### src/rtl/tccc_pkg.sv
// ----------------------------------------------------------------------------
// tccc_pkg: text console cursor control package
// Shared types and codes for the cursor controller and its step unit.
// ----------------------------------------------------------------------------
`default_nettype none

package tccc_pkg;

    // Result actions
    localparam logic [1:0] ACT_DRAW   = 2'd0;
    localparam logic [1:0] ACT_SCROLL = 2'd1;
    localparam logic [1:0] ACT_BELL   = 2'd2;

    // Control characters
    localparam logic [7:0] CH_BEL   = 8'd7;
    localparam logic [7:0] CH_BS    = 8'd8;
    localparam logic [7:0] CH_TAB   = 8'd9;
    localparam logic [7:0] CH_LF    = 8'd10;
    localparam logic [7:0] CH_CR    = 8'd13;
    localparam logic [7:0] CH_SPACE = 8'h20;

    // Register indexes
    localparam logic CFG_COLUMN_COUNT = 1'b0;
    localparam logic CFG_ROW_COUNT    = 1'b1;

    localparam logic [7:0] COLUMN_COUNT_RST = 8'd80;
    localparam logic [5:0] ROW_COUNT_RST    = 6'd24;
    localparam logic [6:0] COL_MAX          = 7'd127;

    typedef enum logic [1:0] {
        ST_IDLE,
        ST_DRAW,
        ST_SCROLL,
        ST_BELL
    } tccc_state_t;

    typedef enum logic [1:0] {
        DM_CHAR,
        DM_TAB,
        DM_ERASE
    } draw_mode_t;

    typedef struct packed {
        logic [6:0] col;
        logic [4:0] row;
        logic [6:0] wrap_col;
        logic [4:0] last_row;
        logic       force_nl;
    } step_req_t;

    typedef struct packed {
        logic [6:0] col_next;
        logic [4:0] row_next;
        logic       wrapped;
        logic       scroll;
    } step_rsp_t;

endpackage

`default_nettype wire

### src/rtl/tccc_step_unit.sv
// ----------------------------------------------------------------------------
// tccc_step_unit: cursor advance unit
// One cell step with wrap and newline; forced newline for LF.
// ----------------------------------------------------------------------------
`default_nettype none

module tccc_step_unit
    import tccc_pkg::*;
(
    input  step_req_t req,
    output step_rsp_t rsp
);

    logic [7:0] col_inc;
    logic [5:0] row_inc;
    logic       wrapped;
    logic       scroll;

    always_comb begin
        col_inc = {1'b0, req.col} + 8'd1;
        row_inc = {1'b0, req.row} + 6'd1;
        wrapped = req.force_nl || (col_inc >= {1'b0, req.wrap_col});
        // row_inc can only reach 32 from row 31, which always scrolls
        scroll  = wrapped && (row_inc > {1'b0, req.last_row});

        rsp.wrapped  = wrapped;
        rsp.scroll   = scroll;
        rsp.col_next = wrapped ? 7'd0 : col_inc[6:0];
        if (!wrapped) begin
            rsp.row_next = req.row;
        end else if (scroll) begin
            rsp.row_next = req.last_row;
        end else begin
            rsp.row_next = row_inc[4:0];
        end
    end

endmodule

`default_nettype wire

### src/rtl/text_console_cursor_control.sv
// ----------------------------------------------------------------------------
// text_console_cursor_control: character-cell cursor controller
// Turns a byte stream into draw, scroll and bell beats for a text display.
// ----------------------------------------------------------------------------
// A taken byte sets the sequencer state; its result beats then go through the
//   output register. A byte gives N result beats (N = 0..8, a tab gives up to
//   seven space draws and a scroll); the sequencer issues one beat per cycle
//   through the single step unit, unless m_ready stalls, one byte at a time.
// Reset (aresetn low, synchronous): cursor at column 0 row 0, column_count 80,
//   row_count 24, no result pending.
`default_nettype none

module text_console_cursor_control
    import tccc_pkg::*;
(
    input  wire logic       aclk,
    input  wire logic       aresetn,

    // Input bytes
    input  wire logic       s_valid,
    output logic            s_ready,
    input  wire logic [7:0] s_char_code,

    // Result beats
    output logic            m_valid,
    input  wire logic       m_ready,
    output logic [1:0]      m_action,
    output logic [7:0]      m_glyph,
    output logic [6:0]      m_column,
    output logic [4:0]      m_row,
    output logic            m_last,

    // Register writes
    input  wire logic       cfg_valid,
    output logic            cfg_ready,
    input  wire logic       cfg_index,
    input  wire logic [7:0] cfg_data
);

    // ------------------------------------------------------------------
    // State
    // ------------------------------------------------------------------
    tccc_state_t state_reg, state_next;
    draw_mode_t  mode_reg, mode_next;
    logic [7:0]  glyph_reg, glyph_next;
    logic [6:0]  col_reg, col_next;
    logic [4:0]  row_reg, row_next;
    logic [7:0]  column_count_reg;
    logic [5:0]  row_count_reg;

    // Output register
    logic        m_valid_reg;
    logic [1:0]  m_action_reg;
    logic [7:0]  m_glyph_reg;
    logic [6:0]  m_column_reg;
    logic [4:0]  m_row_reg;
    logic        m_last_reg;

    logic        out_load;
    logic [1:0]  out_action;
    logic [7:0]  out_glyph;
    logic [6:0]  out_column;
    logic [4:0]  out_row;
    logic        out_last;
    logic        slot_free;

    logic [6:0]  wrap_col;
    logic [4:0]  last_row;
    logic [6:0]  tab_col;

    step_req_t   step_req;
    step_rsp_t   step_rsp;

    // ------------------------------------------------------------------
    // Clamped geometry: wrap column in 1..127, last row in 0..31
    // ------------------------------------------------------------------
    always_comb begin
        priority if (column_count_reg < 8'd2) begin
            wrap_col = 7'd1;
        end else if (column_count_reg > 8'd128) begin
            wrap_col = COL_MAX;
        end else begin
            wrap_col = 7'(column_count_reg - 8'd1);
        end

        priority if (row_count_reg == 6'd0) begin
            last_row = 5'd0;
        end else if (row_count_reg > 6'd32) begin
            last_row = 5'd31;
        end else begin
            last_row = 5'(row_count_reg - 6'd1);
        end
    end

    // ------------------------------------------------------------------
    // Shared step unit. In idle it only serves LF, so the newline is forced.
    // ------------------------------------------------------------------
    always_comb begin
        step_req.col      = col_reg;
        step_req.row      = row_reg;
        step_req.wrap_col = wrap_col;
        step_req.last_row = last_row;
        step_req.force_nl = (state_reg == ST_IDLE);
    end

    tccc_step_unit u_step (
        .req (step_req),
        .rsp (step_rsp)
    );

    // Tab first steps one cell, saturating at column 127 (COL_MAX)
    assign tab_col   = (col_reg != COL_MAX) ? (col_reg + 7'd1) : col_reg;
    assign slot_free = !m_valid_reg || m_ready;

    // ------------------------------------------------------------------
    // Sequencer
    // ------------------------------------------------------------------
    always_comb begin
        state_next = state_reg;
        mode_next  = mode_reg;
        glyph_next = glyph_reg;
        col_next   = col_reg;
        row_next   = row_reg;
        out_load   = 1'b0;
        out_action = ACT_DRAW;
        out_glyph  = 8'd0;
        out_column = 7'd0;
        out_row    = 5'd0;
        out_last   = 1'b1;

        unique case (state_reg)
            ST_IDLE: begin
                if (s_valid) begin
                    unique case (s_char_code)
                        CH_CR: begin
                            col_next = 7'd0;
                        end
                        CH_LF: begin
                            row_next = step_rsp.row_next;
                            if (step_rsp.scroll) begin
                                state_next = ST_SCROLL;
                            end
                        end
                        CH_BEL: begin
                            state_next = ST_BELL;
                        end
                        CH_TAB: begin
                            col_next = tab_col;
                            if (tab_col[2:0] != 3'd0) begin
                                state_next = ST_DRAW;
                                mode_next  = DM_TAB;
                                glyph_next = CH_SPACE;
                            end
                        end
                        CH_BS: begin
                            // nothing to erase at the left edge
                            if (col_reg != 7'd0) begin
                                col_next   = col_reg - 7'd1;
                                state_next = ST_DRAW;
                                mode_next  = DM_ERASE;
                                glyph_next = CH_SPACE;
                            end
                        end
                        default: begin
                            state_next = ST_DRAW;
                            mode_next  = DM_CHAR;
                            glyph_next = s_char_code;
                        end
                    endcase
                end
            end

            ST_DRAW: begin
                if (slot_free) begin
                    out_load   = 1'b1;
                    out_action = ACT_DRAW;
                    out_glyph  = glyph_reg;
                    out_column = col_reg;
                    out_row    = row_reg;
                    row_next   = step_rsp.row_next;
                    if (step_rsp.scroll) begin
                        // wrapped to column 0, scroll beat closes the byte
                        col_next   = 7'd0;
                        out_last   = 1'b0;
                        state_next = ST_SCROLL;
                    end else begin
                        unique case (mode_reg)
                            DM_TAB: begin
                                col_next = step_rsp.col_next;
                                if (step_rsp.col_next[2:0] != 3'd0) begin
                                    out_last = 1'b0;
                                end else begin
                                    state_next = ST_IDLE;
                                end
                            end
                            DM_ERASE: begin
                                // step back onto the erased cell
                                col_next   = step_rsp.wrapped ? 7'd0 : col_reg;
                                state_next = ST_IDLE;
                            end
                            default: begin
                                col_next   = step_rsp.col_next;
                                state_next = ST_IDLE;
                            end
                        endcase
                    end
                end
            end

            ST_SCROLL: begin
                if (slot_free) begin
                    out_load   = 1'b1;
                    out_action = ACT_SCROLL;
                    state_next = ST_IDLE;
                end
            end

            ST_BELL: begin
                if (slot_free) begin
                    out_load   = 1'b1;
                    out_action = ACT_BELL;
                    state_next = ST_IDLE;
                end
            end

            default: begin
                state_next = ST_IDLE;
            end
        endcase
    end

    // ------------------------------------------------------------------
    // Control registers
    // ------------------------------------------------------------------
    always_ff @(posedge aclk) begin
        if (!aresetn) begin
            state_reg        <= ST_IDLE;
            col_reg          <= 7'd0;
            row_reg          <= 5'd0;
            column_count_reg <= COLUMN_COUNT_RST;
            row_count_reg    <= ROW_COUNT_RST;
            m_valid_reg      <= 1'b0;
        end else begin
            state_reg <= state_next;
            col_reg   <= col_next;
            row_reg   <= row_next;
            if (cfg_valid) begin
                unique case (cfg_index)
                    CFG_COLUMN_COUNT: column_count_reg <= cfg_data;
                    CFG_ROW_COUNT:    row_count_reg    <= cfg_data[5:0];
                    default:          column_count_reg <= column_count_reg;
                endcase
            end
            if (out_load) begin
                m_valid_reg <= 1'b1;
            end else if (m_ready) begin
                m_valid_reg <= 1'b0;
            end
        end
    end

    // Payload registers
    always_ff @(posedge aclk) begin
        mode_reg  <= mode_next;
        glyph_reg <= glyph_next;
        if (out_load) begin
            m_action_reg <= out_action;
            m_glyph_reg  <= out_glyph;
            m_column_reg <= out_column;
            m_row_reg    <= out_row;
            m_last_reg   <= out_last;
        end
    end

    // ------------------------------------------------------------------
    // Ports
    // ------------------------------------------------------------------
    assign s_ready   = (state_reg == ST_IDLE);
    assign cfg_ready = 1'b1;
    assign m_valid   = m_valid_reg;
    assign m_action  = m_action_reg;
    assign m_glyph   = m_glyph_reg;
    assign m_column  = m_column_reg;
    assign m_row     = m_row_reg;
    assign m_last    = m_last_reg;

endmodule

`default_nettype wire
### config.mk
export PLATFORM = sky130hd
export DESIGN_NAME = text_console_cursor_control
export DESIGN_NICKNAME = d
export VERILOG_FILES = /design/src/rtl/tccc_pkg.sv /design/src/rtl/tccc_step_unit.sv /design/src/rtl/text_console_cursor_control.sv
export SDC_FILE = /design/constraint.sdc
export NUM_CORES = 1
export LEC_CHECK = 0
export BUFFER_PORTS_ARGS = -buffer_cell sky130_fd_sc_hd__clkbuf_2
export CORE_UTILIZATION = 63
export DETAILED_ROUTE_END_ITERATION = 7
export PLACE_DENSITY_LB_ADDON = 0.2
export SETUP_SLACK_MARGIN = 0.02
export SKIP_CTS_REPAIR_TIMING = 1
export SLEW_MARGIN = 25
export SYNTH_ARGS = -nofsm -noshare
export SYNTH_HDL_FRONTEND = slang
export SYNTH_HIERARCHICAL = 1
export SYNTH_SLANG_ARGS = --single-unit
### constraint.sdc
create_clock -name aclk -period 9.4 [get_ports aclk]
set_clock_uncertainty 0.15 [all_clocks]
set_input_delay 0.47 -clock aclk [delete_from_list [all_inputs] [get_ports aclk]]
set_output_delay 0.47 -clock aclk [all_outputs]
set_load 0.03 [all_outputs]
==> flow_summary.yaml, run 1 <==
setup_path:
  cpPeakStageDelay_ns: 0.70
  worstPathRequired_ns: 9.52
  crit_type: "reg2reg"
  worstSetupStartpointType: "flip-flop"
  worst-r2r-cell-count: 16
  worst-path-buf-inv: 1
  crit_slowest_cell: "nor3_1"
  worst-path-max-fanout: 9
  worstPathCellList: "or4_1 > or3_1 > nor3_1 > nand2b_1 > o21ai_0 > inv_1 > ha_1 > o211ai_2 > nor2_1 > nor4_4 > o221a_4 > nor2_1 > nor3_1 > a21bo_2 > o22ai_1 > o221ai_1"
  worstSetupPathDepth: 16
  crit_path_end_kind: "flip-flop"
  cp.arrival_ns: 4.41
  path_delay_family: "simple AND/OR/NAND/NOR gates"
  r2r-start: "column_count_reg[2]$_SDFFE_PN0P_"
  cp-startpoint: "column_count_reg[2]$_SDFFE_PN0P_"
synth:
  synthCells: 440
  synth_fp_nets: 482
  synth_top_cell_by_area: "edfxtp_1"
  ys_types: 79
  ys_warn_count: 6
  synth_edf_count: 33
  syn_area_mm2: 0.00407
  synth_ff_type: "edfxtp_1"
  yosysSeqAreaShare_pct: 38.6
  syn_area_per_cell_um2: 9.25
  synth_common_cells: "nand2_1 (49), edfxtp_1 (33), dfxtp_1 (29)"
  async_flop_share_pct: 0
  ys_seq_elements: 62
  synthMostInstantiatedCell: "nand2_1"
  synth_top_area_share_pct: 24.3
  synth_top_cells_by_area: "edfxtp_1 (24%), dfxtp_1 (14%), ha_1 (6.1%)"
global_route:
  overflow: 0
  grt_first_pass_wirelength_mm: 15.2
  grt_usage_pct: 29.9
  grt_max_degree: 25
  grt_pass1_vias: 3166
  antenna_found_initial: 0
clock_tree:
  cts-root-buf: "clkbuf_8"
  h-tree-depth: 3
  clockBufferDepth: 2
  cts_tree: "built"
  clock_latency_ns: 0.34
  cts.clk_slew.worst_paths_ns: 0.08
  clock-sinks: 62
  numCtsBuffers: 9
final_layout:
  synthToLayoutAreaGrowth_pct: 9.74
  layout-drive-gt1-share_pct: 21.6
  layout.cells.non_filler: 551
  insertedDiodeCount: 0
  fin_nets: 513
place:
  portBuffers: 46
  gp_congestion: 0.921
  dp_hpwl_mm: 6.82
  post-place-cells: 535
sta:
  slew_violations: 0
  slew_headroom_pct: 45.6
  worst_pin_slew_ns: 0.810
  hold_viol_final: 0
  finalCriticalPeriod_ns: 4.29
  rsz0062_at_grt: "false"
  fin_setup_tns_ns: 0
  finalSetupViolations: 0
  fmax_mhz: 233
  timing.final.crit_share_pct: 45.7
floorplanning:
  die_y_um: 82.4
  std_cell_rows: 28
  die_w_um: 82.4
  ios: 48
  initial_utilization_pct: 67.2
  core-area_mm2: 0.00606
  die_area_mm2: 0.00679
hold_path:
  whs_path_depth: 3
  worstHoldStart: "cfg_data[7]"
  min_path_type: "in2reg"
route:
  vias: 3516
  drt-initial-drc-count: 250
  routed_wl_mm: 9.51
  drcViolationCount: 0
  postRouteAntennaNets: 0
  vias_per_cell: 6.38
  wl_per_cell_um: 17.3
  first_pass_iters: 5
power:
  p_leak_nw: 1.90
  p_per_area_mw_per_mm2: 161
  vdd.ir_drop.worst_v: 0.000105
status:
  status: "complete, no violations"
run:
  max_cap_violations: 0
power by group:
part,total (W),switching (W),internal [W]
clock network,0.000262,0.000112,0.000150
registers,0.000319,0.0000159,0.000303
logic,0.000137,0.0000871,0.0000502
layer usage:
metal,GRT usage [%],vias up,part of all wire (%)
met3,5.05,31,5.9
met5,0,-,0
met1,38.1,1657,43
li1,-,1670,-
met4,13.3,0,2.6
met2,49.7,158,49
worst paths after layout:
check,end,slack (ns)
worst min register to register,row_count_reg[1]$_SDFFE_PN0P_,0.34
worst min-delay path,column_count_reg[7]$_SDFFE_PN0P_,0.20
worst max-delay path,col_reg[3]$_SDFFE_PN0P_,5.11
worst max register to register,col_reg[3]$_SDFFE_PN0P_,5.11
layout by cell type, fill, tap and decap left out, drive strengths merged, types with 4 or more instances in the layout:
cell     n
clkbuf  55
nand2   49
edfxtp  33
dfxtp   29
nand3   29
nor2    27
a21oi   24
and3    23
inv     22
ha      20
o21ai   14
nor3    12
xor2    11
and2    10
nor3b    7
nor2b    6
xnor2    6
nand2b   6
nor4     6
a31oi    5
nand4    4
o211ai   4
clkinv   4
area by class of cell:
type,count,area (um2)
flip-flops and latches,62,1570
multi-input cells,328,2250
well taps,75,93.8
clock inverters,7,98.8
inverters,22,82.6
repair buffers,48,245
clock buffers,9,124
fillers,441,1590
tightest hold or removal path, cell delays in order:
cell,delay (ns)
clkbuf_2,0.08
nand2_1,0.04
a21oi_1,0.05
logic make-up after synthesis:
family	Yosys count	share of synthesized area (%)
xor gates and xnor gates	17	3.66
adders and majority gates	23	6.89
AOI/OAI and AO/OA	87	16.3
and+or+nand+nor	194	26.7
DFF	62	38.6
buffers and inverters	50	6.15
other	1	0.0921
muxes	6	1.57
metrics by stage:
step / area (um2) / worst slack (ns) / util [%] / hold slack (ns) / total power [W]
2_1_floorplan: 4070 / 5.58 / - / 0.299 / 0.000427
3_3_place_gp: 4240 / 5.39 / 70.0 / 0.316 / 0.000454
3_5_place_dp: 4240 / 5.20 / 70.0 / 0.322 / 0.000460
4_1_cts: 4470 / 5.19 / 73.7 / 0.189 / 0.000716
5_1_grt: 4470 / 4.88 / 73.7 / 0.200 / 0.000744
6_report: 4470 / 5.11 / 73.7 / 0.196 / 0.000718
No activity file was read; power rests on OpenSTA's default activity.
==> inputs of run 2 (changes only) <==
--- a/config.mk
+++ b/config.mk
@@ -5,8 +5,9 @@
 export SDC_FILE = /design/constraint.sdc
 export NUM_CORES = 1
 export LEC_CHECK = 0
+export ABC_AREA = 1
 export BUFFER_PORTS_ARGS = -buffer_cell sky130_fd_sc_hd__clkbuf_2
-export CORE_UTILIZATION = 63
+export CORE_UTILIZATION = 53
 export DETAILED_ROUTE_END_ITERATION = 7
 export PLACE_DENSITY_LB_ADDON = 0.2
 export SETUP_SLACK_MARGIN = 0.02
==> constraint.sdc (replaced) <==
create_clock -name aclk -period 3.7 [get_ports aclk]
set_clock_uncertainty 0.15 [all_clocks]
set_input_delay 0.185 -clock aclk [delete_from_list [all_inputs] [get_ports aclk]]
set_output_delay 0.185 -clock aclk [all_outputs]
set_load 0.03 [all_outputs]
==> flow_summary.yaml, run 2 <==
synth:
  ys_seq_elements: 62
  synth-simple-area-share_pct: 32.2
  synth_compound_area_share_pct: 9.30
  ys_warn_count: 6
  ys_types: 37
  syn_area_mm2: 0.00416
  synth_fp_nets: 626
  async_flop_share_pct: 0
  synth_mux_area_share_pct: 0
  synth_top_cells_by_area: "edfxtp_1 (24%), dfxtp_1 (14%), nand2_1 (11%)"
  yosysSeqAreaShare_pct: 37.8
  synthMostInstantiatedCell: "nand2_1"
  synth_ff_type: "edfxtp_1"
  synthAdderAreaFrac_pct: 6.02
  synth_common_cells: "nand2_1 (124), inv_1 (98), nor2_1 (76)"
  synth_xor_area_share_pct: 2.74
  syn_area_per_cell_um2: 7.12
  synthCells: 584
  synth_top_family_by_area: "simple AND/OR/NAND/NOR gates"
  synth_top_cell_by_area: "edfxtp_1"
  synth_edf_count: 33
  synth_top_area_share_pct: 23.8
power:
  clkPwrFrac_pct: 26.6
  vdd.ir_drop.worst_v: 0.000222
  p_per_area_mw_per_mm2: 525
  switching_power_w: 0.000986
  internal_power_w: 0.00152
  p_sw_share_pct: 39.3
  p_leak_nw: 2.35
  pwr-share-seq_pct: 36.9
  power_frac_comb_pct: 36.5
clock_tree:
  h-tree-depth: 3
  cts-root-buf: "clkbuf_8"
  cts_tree: "built"
  clockBufferDepth: 2
  numCtsBuffers: 9
  cts.clk_slew.worst_paths_ns: 0.07
  clock-sinks: 62
  clock_latency_ns: 0.35
setup_path:
  cpPeakStageDelay_ns: 0.55
  worst-path-buf-inv: 1
  worstPathRequired_ns: 3.79
  cp.arrival_ns: 3.46
  worstPathCellList: "inv_1 > nor2_2 > nand3_1 > xnor2_1 > ha_1 > a21o_1 > nand3_1 > nand2_1 > nor2_2 > nand3_2 > nor2_1 > nor2_1 > nand2_1 > nand4_1 > nand3_1 > nor2_2 > a21oi_1 > nor2_1"
  worst-path-max-fanout: 13
  crit_type: "reg2reg"
  crit_path_end_kind: "flip-flop"
  crit_slowest_cell: "dfxtp_1"
  worstSetupStartpointType: "flip-flop"
  path_delay_family: "simple AND/OR/NAND/NOR gates"
sta:
  hold_viol_final: 2
  fin_setup_tns_ns: 0
  fin_ws_ns: 0.324
  timing.final.crit_share_pct: 91.2
  slew_violations: 0
  finalCriticalPeriod_ns: 3.38
  fmax_mhz: 296
  hold_ws_ns: -0.0263
  finalSetupViolations: 0
  slew_headroom_pct: 43.7
  worst_pin_slew_ns: 0.842
  rsz0062_at_grt: "false"
final_layout:
  final_common_cell: "nand2_1"
  layout.cells.non_filler: 740
  mostFrequentLayoutCells: "nand2_1 (123), inv_1 (98), nor2_1 (75)"
  synthToLayoutAreaGrowth_pct: 14.9
  fin_nets: 678
  insertedDiodeCount: 0
  layout-drive-gt1-share_pct: 16.7
global_route:
  grt_pass1_vias: 3301
  antenna_found_initial: 0
  overflow: 0
  grt_max_degree: 26
  grt_first_pass_wirelength_mm: 14.8
  grt_usage_pct: 22.3
floorplanning:
  core-area_mm2: 0.00741
  std_cell_rows: 31
  initial_utilization_pct: 56.1
  die_w_um: 90.6
  ios: 48
  die_area_mm2: 0.00820
  die_y_um: 90.6
place:
  place_ws_ns: 0.206
  gp_congestion: 0.876
  portBuffers: 46
  dp_hpwl_mm: 6.54
  post-place-cells: 713
route:
  drt-initial-drc-count: 138
  wl_per_cell_um: 12.0
  postRouteAntennaNets: 0
  vias: 3767
  drcViolationCount: 0
  first_pass_iters: 5
  vias_per_cell: 5.09
  routed_wl_mm: 8.91
hold_path:
  min_path_type: "in2reg"
run:
  max_cap_violations: 0
status:
  failed_checks: "hold timing"
  status: "finished, violations left"
-- run 2: cell families (layout without fill, tap and decap cells) --
family,count (synthesis),after routing
adder cells (fa/ha/maj),20,20
AND/OR/NAND/NOR,292,292
AO/OA/AOI/OAI,72,72
other,1,1
buffers and inverters,124,181
flip-flops,62,62
XOR/XNOR,13,13
-- run 2: worst min-delay path: stages --
cell	delay [ns]
clkbuf_2	0.11
nor2_1	0.05
nor2_1	0.09
-- run 2: power groups by stage --
stage / clock, W / sequential, W / combinational [W]
finish: 0.000668 / 0.000925 / 0.000916
floorplan: 0 / 0.00102 / 0.000612
global placement: 0 / 0.000935 / 0.000869
global route: 0.000712 / 0.000939 / 0.00103
detailed placement: 0 / 0.000938 / 0.000890
CTS: 0.000676 / 0.000924 / 0.000901
-- run 2: stage by stage --
step,area [um2],total power [W],utilization [%]
after floorplan,4160,0.00163,-
after global placement,4430,0.00180,59.8
after detailed placement,4440,0.00183,59.9
after CTS,4660,0.00250,62.9
after global routing,4780,0.00268,64.5
final,4780,0.00251,64.5
-- run 2: area by class of cell --
type | instances | area (um2)
clock inverter | 7 | 97.6
multi-input combinational | 398 | 2110
sequential | 62 | 1570
inverter | 106 | 398
clock buffer | 9 | 124
timing repair buffer | 59 | 355
tap | 99 | 124
fill | 657 | 2630
-- run 2: per-layer routing --
metal	part of all wire [%]	routed length (um)	GRT usage (%)
met5	0	0	0
met4	1.0	92	6.85
met3	4.2	377	4.88
met2	47	4170	36.7
met1	48	4270	29.2
-- run 2: path summary, 6_finish.rpt --
kind                                     from                               end  slack (ns)  cells after the start
max                   col_reg[0]$_SDFFE_PN0P_         state_reg[0]$_SDFFE_PN0P_        0.32                     18
min                               cfg_data[2]  column_count_reg[2]$_SDFFE_PN0P_       -0.03                      3
max reg2reg           col_reg[0]$_SDFFE_PN0P_         state_reg[0]$_SDFFE_PN0P_        0.32                     18
min reg2reg  column_count_reg[3]$_SDFFE_PN0P_  column_count_reg[3]$_SDFFE_PN0P_        0.35                      2
